`src/rtl/core/urr_pkg.sv`:
```
// ----------------------------------------------------------------------------
// urr_pkg
// shared constants, codes and types of the uart receive ring
// ----------------------------------------------------------------------------
package urr_pkg;

    localparam int unsigned RING_DEPTH = 64;
    localparam int unsigned PTR_W      = $clog2(RING_DEPTH);

    localparam logic [1:0] ACT_BYTE   = 2'd0;
    localparam logic [1:0] ACT_REQ    = 2'd1;
    localparam logic [1:0] ACT_CANCEL = 2'd2;

    localparam logic [2:0] KIND_DATA      = 3'd0;
    localparam logic [2:0] KIND_BUSY      = 3'd1;
    localparam logic [2:0] KIND_INVALID   = 3'd2;
    localparam logic [2:0] KIND_CANCELLED = 3'd3;
    localparam logic [2:0] KIND_NOTHING   = 3'd4;

    typedef logic [PTR_W-1:0] ptr_t;

    // one write port and one read port of the ring memory
    typedef struct packed {
        logic       we;
        ptr_t       waddr;
        logic [7:0] wdata;
        logic       re;
        ptr_t       raddr;
    } ring_req_t;

    // slot index plus one, wrapping at the ring depth
    function automatic ptr_t ptr_inc(input ptr_t p);
        ptr_t r;
        if (p == PTR_W'(RING_DEPTH - 1))
            r = '0;
        else
            r = p + 1'b1;
        return r;
    endfunction

endpackage

```
`src/rtl/core/urr_ring_mem.sv`:
```
// ----------------------------------------------------------------------------
// urr_ring_mem
// byte store of the receive ring, one write and one registered read port
// ----------------------------------------------------------------------------
module urr_ring_mem
    import urr_pkg::*;
(
    input  logic       clk,
    input  ring_req_t  req,
    output logic [7:0] rdata
);

    logic [7:0] mem [RING_DEPTH];
    logic [7:0] rdata_reg;

    always_ff @(posedge clk)
    begin
        if (req.we)
        begin
            mem[req.waddr] <= req.wdata;
        end
        if (req.re)
        begin
            rdata_reg <= mem[req.raddr];
        end
    end

    assign rdata = rdata_reg;

endmodule

```
`src/rtl/core/uart_rx_ring_with_read_request.sv`:
```
// ----------------------------------------------------------------------------
// uart_rx_ring_with_read_request
// uart receive ring with read requests, overwrite-oldest when full
// ----------------------------------------------------------------------------
// usage
//   s_axis carries one command word: tuser is the action (byte received,
//   read request, cancel), tdata holds the received byte and the request
//   length. m_axis carries result words: tuser is the result kind, tdata
//   holds the delivered byte and the delivered count, tlast marks the byte
//   that completes a read request.
// timing
//   a command word is taken in idle and decoded in the cycle after; a
//   status word or a byte passed straight to the requester is loaded into
//   the output register from the exec state. a read request that finds
//   bytes in the ring (at most 63) goes on through a memory read state and
//   a wait state that sends its first byte; the rest follow one per cycle
//   while the output register is free, and the next command is taken once
//   all are out. other commands stay in exec while the result side stalls.
// reset
//   pointers, pending count and request length clear; the ring is empty.
//   no clearing pass is needed since only occupied slots are read.
// backpressure
//   a result waits in the output register; while it waits with
//   m_axis_tready low the block holds the current command, and takes
//   no new command until it is back in idle.
// ----------------------------------------------------------------------------
module uart_rx_ring_with_read_request
    import urr_pkg::*;
(
    input  logic        clk,
    input  logic        rst_n,
    // command channel
    input  logic        s_axis_tvalid,
    output logic        s_axis_tready,
    input  logic [23:0] s_axis_tdata,   // rx_data[7:0], request_length[23:8]
    input  logic [1:0]  s_axis_tuser,   // action[1:0]
    // result channel
    output logic        m_axis_tvalid,
    input  logic        m_axis_tready,
    output logic [23:0] m_axis_tdata,   // data[7:0], delivered_count[23:8]
    output logic [2:0]  m_axis_tuser,   // kind[2:0]
    output logic        m_axis_tlast    // done_res
);

    typedef enum logic [3:0] {
        ST_IDLE       = 4'b0001,
        ST_EXEC       = 4'b0010,
        ST_DRAIN_RD   = 4'b0100,
        ST_DRAIN_WAIT = 4'b1000
    } state_t;

    localparam logic [PTR_W:0] DEPTH_W = (PTR_W + 1)'(RING_DEPTH);

    state_t      state_reg, state_next;
    ptr_t        wp_reg, wp_next;
    ptr_t        rp_reg, rp_next;
    logic [15:0] pend_reg, pend_next;
    logic [15:0] total_reg, total_next;
    ptr_t        fill_reg, fill_next;
    ptr_t        cnt_reg, cnt_next;

    // latched command word
    logic [1:0]  act_reg, act_next;
    logic [7:0]  byte_reg, byte_next;
    logic [15:0] len_reg, len_next;

    // output register
    logic        ovalid_reg, ovalid_next;
    logic [2:0]  okind_reg, okind_next;
    logic [7:0]  odata_reg, odata_next;
    logic        olast_reg, olast_next;
    logic [15:0] ocount_reg, ocount_next;

    ring_req_t   ring_req;
    logic [7:0]  ring_rdata;

    logic        out_free;
    logic        load;
    logic [PTR_W:0] avail_wide;
    ptr_t        avail;
    ptr_t        fill;
    ptr_t        cnt_inc;
    ptr_t        wp_inc;

    urr_ring_mem u_ring
    (
        .clk   (clk),
        .req   (ring_req),
        .rdata (ring_rdata)
    );

    assign out_free      = !ovalid_reg || m_axis_tready;
    assign s_axis_tready = (state_reg == ST_IDLE);

    // bytes held in the ring and how many of them a request drains
    always_comb
    begin
        if (wp_reg >= rp_reg)
            avail_wide = {1'b0, wp_reg} - {1'b0, rp_reg};
        else
            avail_wide = {1'b0, wp_reg} + DEPTH_W - {1'b0, rp_reg};
        avail = avail_wide[PTR_W-1:0];
        if (16'(avail) < len_reg)
            fill = avail;
        else
            fill = len_reg[PTR_W-1:0];
    end

    assign cnt_inc = cnt_reg + 1'b1;
    assign wp_inc  = ptr_inc(wp_reg);

    always_comb
    begin
        state_next  = state_reg;
        wp_next     = wp_reg;
        rp_next     = rp_reg;
        pend_next   = pend_reg;
        total_next  = total_reg;
        fill_next   = fill_reg;
        cnt_next    = cnt_reg;
        act_next    = act_reg;
        byte_next   = byte_reg;
        len_next    = len_reg;
        load        = 1'b0;
        okind_next  = okind_reg;
        odata_next  = odata_reg;
        olast_next  = olast_reg;
        ocount_next = ocount_reg;
        ring_req    = '0;

        unique case (state_reg)
            ST_IDLE:
            begin
                if (s_axis_tvalid)
                begin
                    act_next   = s_axis_tuser;
                    byte_next  = s_axis_tdata[7:0];
                    len_next   = s_axis_tdata[23:8];
                    state_next = ST_EXEC;
                end
            end

            ST_EXEC:
            begin
                if (out_free)
                begin
                    state_next = ST_IDLE;
                    case (act_reg)
                        ACT_BYTE:
                        begin
                            if (pend_reg != '0)
                            begin
                                // bypass the ring straight to the requester
                                pend_next   = pend_reg - 1'b1;
                                load        = 1'b1;
                                okind_next  = KIND_DATA;
                                odata_next  = byte_reg;
                                olast_next  = (pend_reg == 16'd1);
                                ocount_next = total_reg - pend_next;
                            end
                            else
                            begin
                                ring_req.we    = 1'b1;
                                ring_req.waddr = wp_reg;
                                ring_req.wdata = byte_reg;
                                wp_next        = wp_inc;
                                // full ring drops its oldest byte
                                if (wp_inc == rp_reg)
                                    rp_next = ptr_inc(rp_reg);
                            end
                        end
                        ACT_REQ:
                        begin
                            if (len_reg == '0)
                            begin
                                load        = 1'b1;
                                okind_next  = KIND_INVALID;
                                odata_next  = '0;
                                olast_next  = 1'b0;
                                ocount_next = '0;
                            end
                            else if (pend_reg != '0)
                            begin
                                load        = 1'b1;
                                okind_next  = KIND_BUSY;
                                odata_next  = '0;
                                olast_next  = 1'b0;
                                ocount_next = '0;
                            end
                            else
                            begin
                                total_next = len_reg;
                                pend_next  = len_reg - 16'(fill);
                                fill_next  = fill;
                                cnt_next   = '0;
                                if (fill != '0)
                                    state_next = ST_DRAIN_RD;
                            end
                        end
                        ACT_CANCEL:
                        begin
                            load       = 1'b1;
                            odata_next = '0;
                            olast_next = 1'b0;
                            if (pend_reg != '0)
                            begin
                                total_next  = total_reg - pend_reg;
                                pend_next   = '0;
                                okind_next  = KIND_CANCELLED;
                                ocount_next = total_reg - pend_reg;
                            end
                            else
                            begin
                                okind_next  = KIND_NOTHING;
                                ocount_next = '0;
                            end
                        end
                        default:
                        begin
                            // unused action code: no effect
                        end
                    endcase
                end
            end

            ST_DRAIN_RD:
            begin
                ring_req.re    = 1'b1;
                ring_req.raddr = rp_reg;
                state_next     = ST_DRAIN_WAIT;
            end

            ST_DRAIN_WAIT:
            begin
                if (out_free)
                begin
                    load        = 1'b1;
                    okind_next  = KIND_DATA;
                    odata_next  = ring_rdata;
                    olast_next  = (cnt_inc == fill_reg) && (16'(fill_reg) == len_reg);
                    ocount_next = 16'(cnt_inc);
                    rp_next     = ptr_inc(rp_reg);
                    cnt_next    = cnt_inc;
                    if (cnt_inc == fill_reg)
                    begin
                        state_next = ST_IDLE;
                    end
                    else
                    begin
                        // fetch the next slot while this byte goes out
                        ring_req.re    = 1'b1;
                        ring_req.raddr = ptr_inc(rp_reg);
                    end
                end
            end

            default:
            begin
                state_next = ST_IDLE;
            end
        endcase

        if (load)
            ovalid_next = 1'b1;
        else if (m_axis_tready)
            ovalid_next = 1'b0;
        else
            ovalid_next = ovalid_reg;
    end

    always_ff @(posedge clk or negedge rst_n)
    begin
        if (!rst_n)
        begin
            state_reg  <= ST_IDLE;
            wp_reg     <= '0;
            rp_reg     <= '0;
            pend_reg   <= '0;
            total_reg  <= '0;
            fill_reg   <= '0;
            cnt_reg    <= '0;
            ovalid_reg <= 1'b0;
        end
        else
        begin
            state_reg  <= state_next;
            wp_reg     <= wp_next;
            rp_reg     <= rp_next;
            pend_reg   <= pend_next;
            total_reg  <= total_next;
            fill_reg   <= fill_next;
            cnt_reg    <= cnt_next;
            ovalid_reg <= ovalid_next;
        end
    end

    // payload registers
    always_ff @(posedge clk)
    begin
        act_reg    <= act_next;
        byte_reg   <= byte_next;
        len_reg    <= len_next;
        okind_reg  <= okind_next;
        odata_reg  <= odata_next;
        olast_reg  <= olast_next;
        ocount_reg <= ocount_next;
    end

    assign m_axis_tvalid = ovalid_reg;
    assign m_axis_tuser  = okind_reg;
    assign m_axis_tdata  = {ocount_reg, odata_reg};
    assign m_axis_tlast  = olast_reg;

    // ------------------------------------------------------------------------
    // checks
    // ------------------------------------------------------------------------

    // the drain never runs past the bytes it found in the ring
    a_drain_bound: assert property (@(posedge clk) disable iff (!rst_n)
        (state_reg == ST_DRAIN_WAIT) |-> (cnt_reg < fill_reg))
        else $error("drain count ran past fill");

    // pointers stay inside the ring
    a_ptr_range: assert property (@(posedge clk) disable iff (!rst_n)
        (32'(wp_reg) < RING_DEPTH) && (32'(rp_reg) < RING_DEPTH))
        else $error("ring pointer out of range");

    // only a data word may complete a request
    a_last_data: assert property (@(posedge clk) disable iff (!rst_n)
        (m_axis_tvalid && m_axis_tlast) |-> (m_axis_tuser == KIND_DATA))
        else $error("completion mark on a status word");

    // status words carry no byte
    a_status_zero: assert property (@(posedge clk) disable iff (!rst_n)
        (m_axis_tvalid && (m_axis_tuser != KIND_DATA)) |-> (m_axis_tdata[7:0] == 8'd0))
        else $error("status word with nonzero data");

endmodule

```
`config.mk`:
```
export PLATFORM = sky130hd
export DESIGN_NAME = uart_rx_ring_with_read_request
export DESIGN_NICKNAME = d
export VERILOG_FILES = /design/src/rtl/core/urr_pkg.sv /design/src/rtl/core/urr_ring_mem.sv /design/src/rtl/core/uart_rx_ring_with_read_request.sv
export SDC_FILE = /design/constraint.sdc
export NUM_CORES = 1
export LEC_CHECK = 0
export BUFFER_PORTS_ARGS = -buffer_cell sky130_fd_sc_hd__clkbuf_2
export CAP_MARGIN = 25
export CORE_ASPECT_RATIO = 1.2
export CORE_MARGIN = 1
export CORE_UTILIZATION = 40
export DETAILED_ROUTE_END_ITERATION = 8
export SLEW_MARGIN = 20
export SYNTH_ARGS = -nofsm -noshare
export SYNTH_HDL_FRONTEND = slang
export SYNTH_HIERARCHICAL = 1
export SYNTH_SLANG_ARGS = --single-unit
```
`constraint.sdc`:
```
create_clock -name clk -period 7.7 [get_ports clk]
set_clock_uncertainty 0.05 [all_clocks]
set_input_delay 0.77 -clock clk [delete_from_list [all_inputs] [get_ports clk]]
set_output_delay 0.77 -clock clk [all_outputs]
set_load 0.02 [all_outputs]
```
After elaboration in Yosys (flattened, before gate mapping)
Memories as Yosys holds them, arrays and structs flattened. A register that Yosys moved wholly into a read port is not among the register bits.
Cells that the tools add are included.
Widths: inputs -> output; s select.
Storage, ports and cells
  flip-flop bits (word level): 115
  bits in writable memories: 512
  input port bits: 30
  output and inout bits: 30
  logic and storage cells: 158
  memories: 1
Memory list
  u_ring.mem: words 64, width 8, rd ports 1, clocked after memory_dff 1, write ports 1, RTL line urr_ring_mem.sv:13  | logic [7:0] mem [RING_DEPTH];
Operators by class
  add/sub/neg operators: 10
  order comparisons: 2
  equal/unequal tests: 28
  multiplexer cells: 80
  bitwise operators: 2
  reduce and logical (&&, ||, !) cells: 20
Operators by type and width (number)
  $mux 16: 12
  $pmux 16 s3: 2
  $mux 6: 14
  $pmux 16 s2: 2
  $mux 15: 4
  $mux 8: 5
  $sub 16x16->16: 2
  $mux 3: 10
  $add 6x1->6 const B: 4
  $pmux 6 s2: 2
  $pmux 8 s3: 1
  $reduce_and 6->1: 4
  $ne 2x2->1 const B: 11
  $eq 16x1->1 const B: 1
  $eq 6x16->1: 1
  $logic_not 16->1: 1
  $lt 6x16->1: 1
  $mux 4: 4
  $pmux 4 s4: 1
  $pmux 8 s2: 1
  $reduce_bool 16->1: 1
  $sub 16x1->16 const B: 1
  $sub 16x6->16: 1
  $mux 7: 2
  other kinds (32): 54

Logic depth before layout (Yosys ltp)
  word-level depth: 12
  mapped depth: 23
  depth with buffers taken out: 23

Cells and area by module
Netlist, hierarchy kept.
By module, submodules not included
  urr_ring_mem: instances 1, cells an instance 972, area an instance 20270.7 µm², seq. area each 15615.0 µm²
  uart_rx_ring_with_read_request: instances 1, cells an instance 935, area an instance 8528.2 µm², seq. area each 3149.3 µm²

Worst setup path before layout
No wires, ideal clock.
  path kind: reg2reg
  start: register rp_reg[2]
  end: register pend_reg[10]
  library setup time: 0.065 ns
  data arrival time: 4.985 ns
  required time: 7.585 ns
  setup slack: 2.600 ns
  stages on the path, launching flop included: 24
  buffers on the path: 2
  clock period less this slack: 5.100 ns
  cells stage by stage: dfrtp_1 > clkbuf_1 > inv_1 > ha_1 > a21oi_1 > a21boi_1 > o21a_1 > nor2_1 > xnor2_1 > ha_1 > a21oi_1 > o21ai_4 > nand2_1 > clkbuf_1 > a21oi_1 > ha_1 > fa_1 > a21oi_1 > nor2_1 > a221oi_2 > nor4_2 > o31ai_4 > mux2_2 > nand2_1
Between the ends
  cells in the longest elaborated chain, start to end: 8
  elaborated cells on any way between the ends: 10
  those cells by class: 3 x add/sub; 2 x order compare; 5 x mux
RTL lines
  from (decl): RTL line uart_rx_ring_with_read_request.sv:56  | ptr_t rp_reg, rp_next;
  from (signal assigned): RTL line uart_rx_ring_with_read_request.sv:288  | rp_reg <= rp_next;
  $sub 6x6->6 (tied with other cells): RTL line uart_rx_ring_with_read_request.sv:101  | avail_wide = {1'b0, wp_reg} + DEPTH_W - {1'b0, rp_reg};
  $mux 6 *: RTL line uart_rx_ring_with_read_request.sv:98  | if (wp_reg >= rp_reg)
  $lt 6x16->1: RTL line uart_rx_ring_with_read_request.sv:103  | if (16'(avail) < len_reg)
  $mux 6 *: RTL line uart_rx_ring_with_read_request.sv:103
  named net fill[0]: RTL line uart_rx_ring_with_read_request.sv:81  | ptr_t fill;
  $sub 16x6->16 *: RTL line uart_rx_ring_with_read_request.sv:193  | pend_next = len_reg - 16'(fill);
  $mux 16 *: RTL line uart_rx_ring_with_read_request.sv:182  | else if (pend_reg != '0)
  $mux 16 *: RTL line uart_rx_ring_with_read_request.sv:174  | if (len_reg == '0)
  $pmux 16 s3 *: RTL line uart_rx_ring_with_read_request.sv:148  | case (act_reg)
  to (signal assigned): RTL line uart_rx_ring_with_read_request.sv:289  | pend_reg <= pend_next;
  to (decl): RTL line uart_rx_ring_with_read_request.sv:57  | logic [15:0] pend_reg, pend_next;
The timed path passes the listed nets; every way through them passes the cells marked *. The select of a mux whose other input is x is not followed.
A chain may end at the register's enable or synchronous reset.

Worst setup path after layout
  start: register rp_reg[0]
  end: register pend_reg[10]
Same word-level chain as after synthesis.

==> out/metrics.cfg <==
[status]
violations = design-rule violations
outcome = finished with violations

[clocking]
cts_sinks = 635
cts_setup_buffers = 0
cts.path.max_buffers = 3
cts_hold_buf = 0
cts_resized = 0
clk_pin_slew_worst_paths_ns = 0.06
numCtsBuffers = 68
cts_tree = built
clk_latency_ns = 0.62
cts-htree-levels = 3
cts-root-buf = clkbuf_16

[drt]
first_iter_violations = 1573
drt_wl_total_microns = 73900
drc = 17
antenna_left = 0
dr.pass1.iters = 7
vias = 17000
via_per_inst = 5.76
avgRoutedWirePerCell_microns = 25.0

[setup_path]
r2r_end = pend_reg[10]
crit_arrival_ns = 6.24
crit_type = reg2reg
rr_startpoint = rp_reg[0]
cp-end-kind = flip-flop
rr_worst_depth = 20
critPathLaunchType = flip-flop
reg2reg_slack_ns = 1.97
required_ns = 8.21
worstPathMaxFanout = 15

[global_routing]
grt_pass1_vias = 17200
grt_pass1_wl_microns = 111000
antenna_found_initial = 1
grtUsageTotal_pct = 20.6
grt-ovfl-total = 0
grt_max_degree = 110

[sta]
max-slew-margin-rel_pct = 32.5
hold_viol_final = 0
holdWs_ns = 0.284
slew_viol_final = 0
fmax_mhz = 175
worstMarginPinSlew_ns = 1.01
grt_setup_unrepaired = false
setup_ws_ns = 1.97
final-setup-viol-count = 0
period_share_pct = 74.4
fin_crit_ns = 5.73
setup_tns_ns = 0

[worst_hold_path]
hold_start = s_axis_tdata[5]
min_path_type = in2reg
hold_end = byte_reg[5]
hold_depth = 1

[final_layout]
regMostFlops = u_ring/mem
nets = 2063
drive_gt1_share_pct = 18.9
final_area_sq_um = 32400
area_growth_pct = 12.6
antenna-diode-count = 0
largest_reg_flops = 512

[synthesis]
ys_seq_area_share_pct = 65.2
mappedNetlistNets = 1994
synth_edf_count = 574
synthCells = 1907
ys_top_cells_by_area = edfxtp_1 60%, mux4_2 9.7%, dfrtp_1 5.2%
yosys.area.top_type_share_pct = 59.9
synth-seq-cells = 635
synthArstFlopShare_pct = 9.61
netlist_area_sq_um = 28800
synth_area_per_cell_sq_um = 15.1
yosys.area.top_type = edfxtp_1
ys.flop_type = edfxtp_1
yosysUniqueCellTypes = 94
yosysWarnings = 6

[floorplan]
die_y_microns = 296
die_area_sq_um = 73100
initial_utilization_pct = 40.5
pin_count = 60
rows = 107
core-area_sq_um = 71100
die_x_microns = 247

[pwr]
switching_share_pct = 30.5
p_leak_nw = 9.29
ir_worst_vdd_mv = 0.153
p_per_area_nw_per_um2 = 303
seq_power_share_pct = 41.5
power_switching_w = 0.00300
p_int_w = 0.00682
pwr-share-comb_pct = 24.8
power.share.clock_pct = 33.7

[place]
placed_cell_area_sq_um = 30100
port_buffers = 59
gp_congestion = 0.873
place_ws_ns = 2.05
dp_hpwl_microns = 48600

[flow_run]
cap_violations = 0

==> final cells by class <==
| class | instances | area (sq um) |
|---|---|---|
| timing repair buffer | 91 | 593 |
| tap | 926 | 1160 |
| clock inverter | 44 | 485 |
| fill | 6185 | 38700 |
| clock buffer | 78 | 1770 |
| sequential | 635 | 18800 |
| inverter | 50 | 188 |
| multi-input combinational | 1130 | 9460 |
==> critical path, stage by stage, from the launching register on <==
cell	delay, ns
dfrtp_1	0.51
ha_1	0.23
inv_1	0.06
fa_1	0.43
xnor2_2	0.32
inv_2	0.13
ha_1	0.31
a21o_1	0.18
a31oi_1	0.34
o21ai_4	0.13
nand2_1	0.39
a21oi_1	0.24
ha_1	0.24
fa_1	0.43
a21oi_1	0.23
nor2_1	0.08
a221oi_2	0.40
nor4_2	0.13
o31ai_4	0.41
mux2_2	0.38
nand2_1	0.06
==> cells in the mapped netlist, types with 19 or more instances <==
| library cell | instances |
|---|---|
| clkbuf_1 | 53 |
| inv_1 | 46 |
| mux2i_1 | 35 |
| nand3_1 | 44 |
| a21oi_1 | 51 |
| xor2_1 | 21 |
| nor2_1 | 151 |
| edfxtp_1 | 574 |
| ha_1 | 53 |
| a31oi_1 | 19 |
| nor3_1 | 35 |
| o22ai_1 | 28 |
| mux4_2 | 124 |
| xnor2_1 | 48 |
| dfrtp_1 | 60 |
| o21ai_0 | 80 |
| nand2_1 | 126 |
==> kinds of logic (layout without fill, tap and decap cells) <==
group	Yosys count	after routing	synth area share (%)
flops	635	635	65.2
simple gates	518	518	9.02
compound gates	314	314	7.28
mux	167	167	11.2
buf+inv	142	263	2.31
xor+xnor	73	73	2.39
fa+ha+maj	58	58	2.62
==> per-layer routing <==
layer,GRT usage (%),vias up,part of all wire (%)
met5,0,-,0.016
met4,8.46,2,3.5
met3,2.45,132,5.0
met2,35.7,539,51
met1,26.0,8720,40
li1,-,7614,-
==> cells in the final DEF, fill, tap and decap left out, types with 33 or more instances in the layout <==
| master | instances |
|---|---|
| edfxtp_1 | 574 |
| nor2_1 | 151 |
| nand2_1 | 126 |
| mux4_2 | 124 |
| o21ai_0 | 77 |
| clkbuf_16 | 69 |
| dfrtp_1 | 60 |
| clkbuf_2 | 58 |
| ha_1 | 53 |
| a21oi_1 | 51 |
| xnor2_1 | 48 |
| inv_1 | 46 |
| nand3_1 | 44 |
| mux2i_1 | 35 |
| nor3_1 | 33 |
==> metrics by stage <==
step / total power, W / utilization [%] / instances
3_3_place_gp: 0.00652 / 42.3 / 2827
4_1_cts: 0.00990 / 45.6 / 2951
3_5_place_dp: 0.00656 / 42.4 / 2829
6_report: 0.00982 / 45.6 / 2954
2_1_floorplan: 0.00591 / - / 1907
5_1_grt: 0.0103 / 45.6 / 2954
==> power by group through the flow <==
stage | clock network (W) | registers, W | logic, W
detailed placement | 0 | 0.00414 | 0.00242
floorplan | 0 | 0.00409 | 0.00183
global placement | 0 | 0.00414 | 0.00239
CTS | 0.00338 | 0.00407 | 0.00244
finish | 0.00331 | 0.00407 | 0.00244
global route | 0.00351 | 0.00409 | 0.00269
==> worst max-delay path by stage <==
stage	to	start
after detailed placement	pend_reg[6]	rp_reg[0]
after global routing	pend_reg[10]	rp_reg[2]
after global placement	pend_reg[10]	rp_reg[0]
after CTS	pend_reg[6]	rp_reg[0]
final	pend_reg[10]	rp_reg[0]
after floorplan	pend_reg[10]	rp_reg[2]
(Power assumes the default switching activity.)
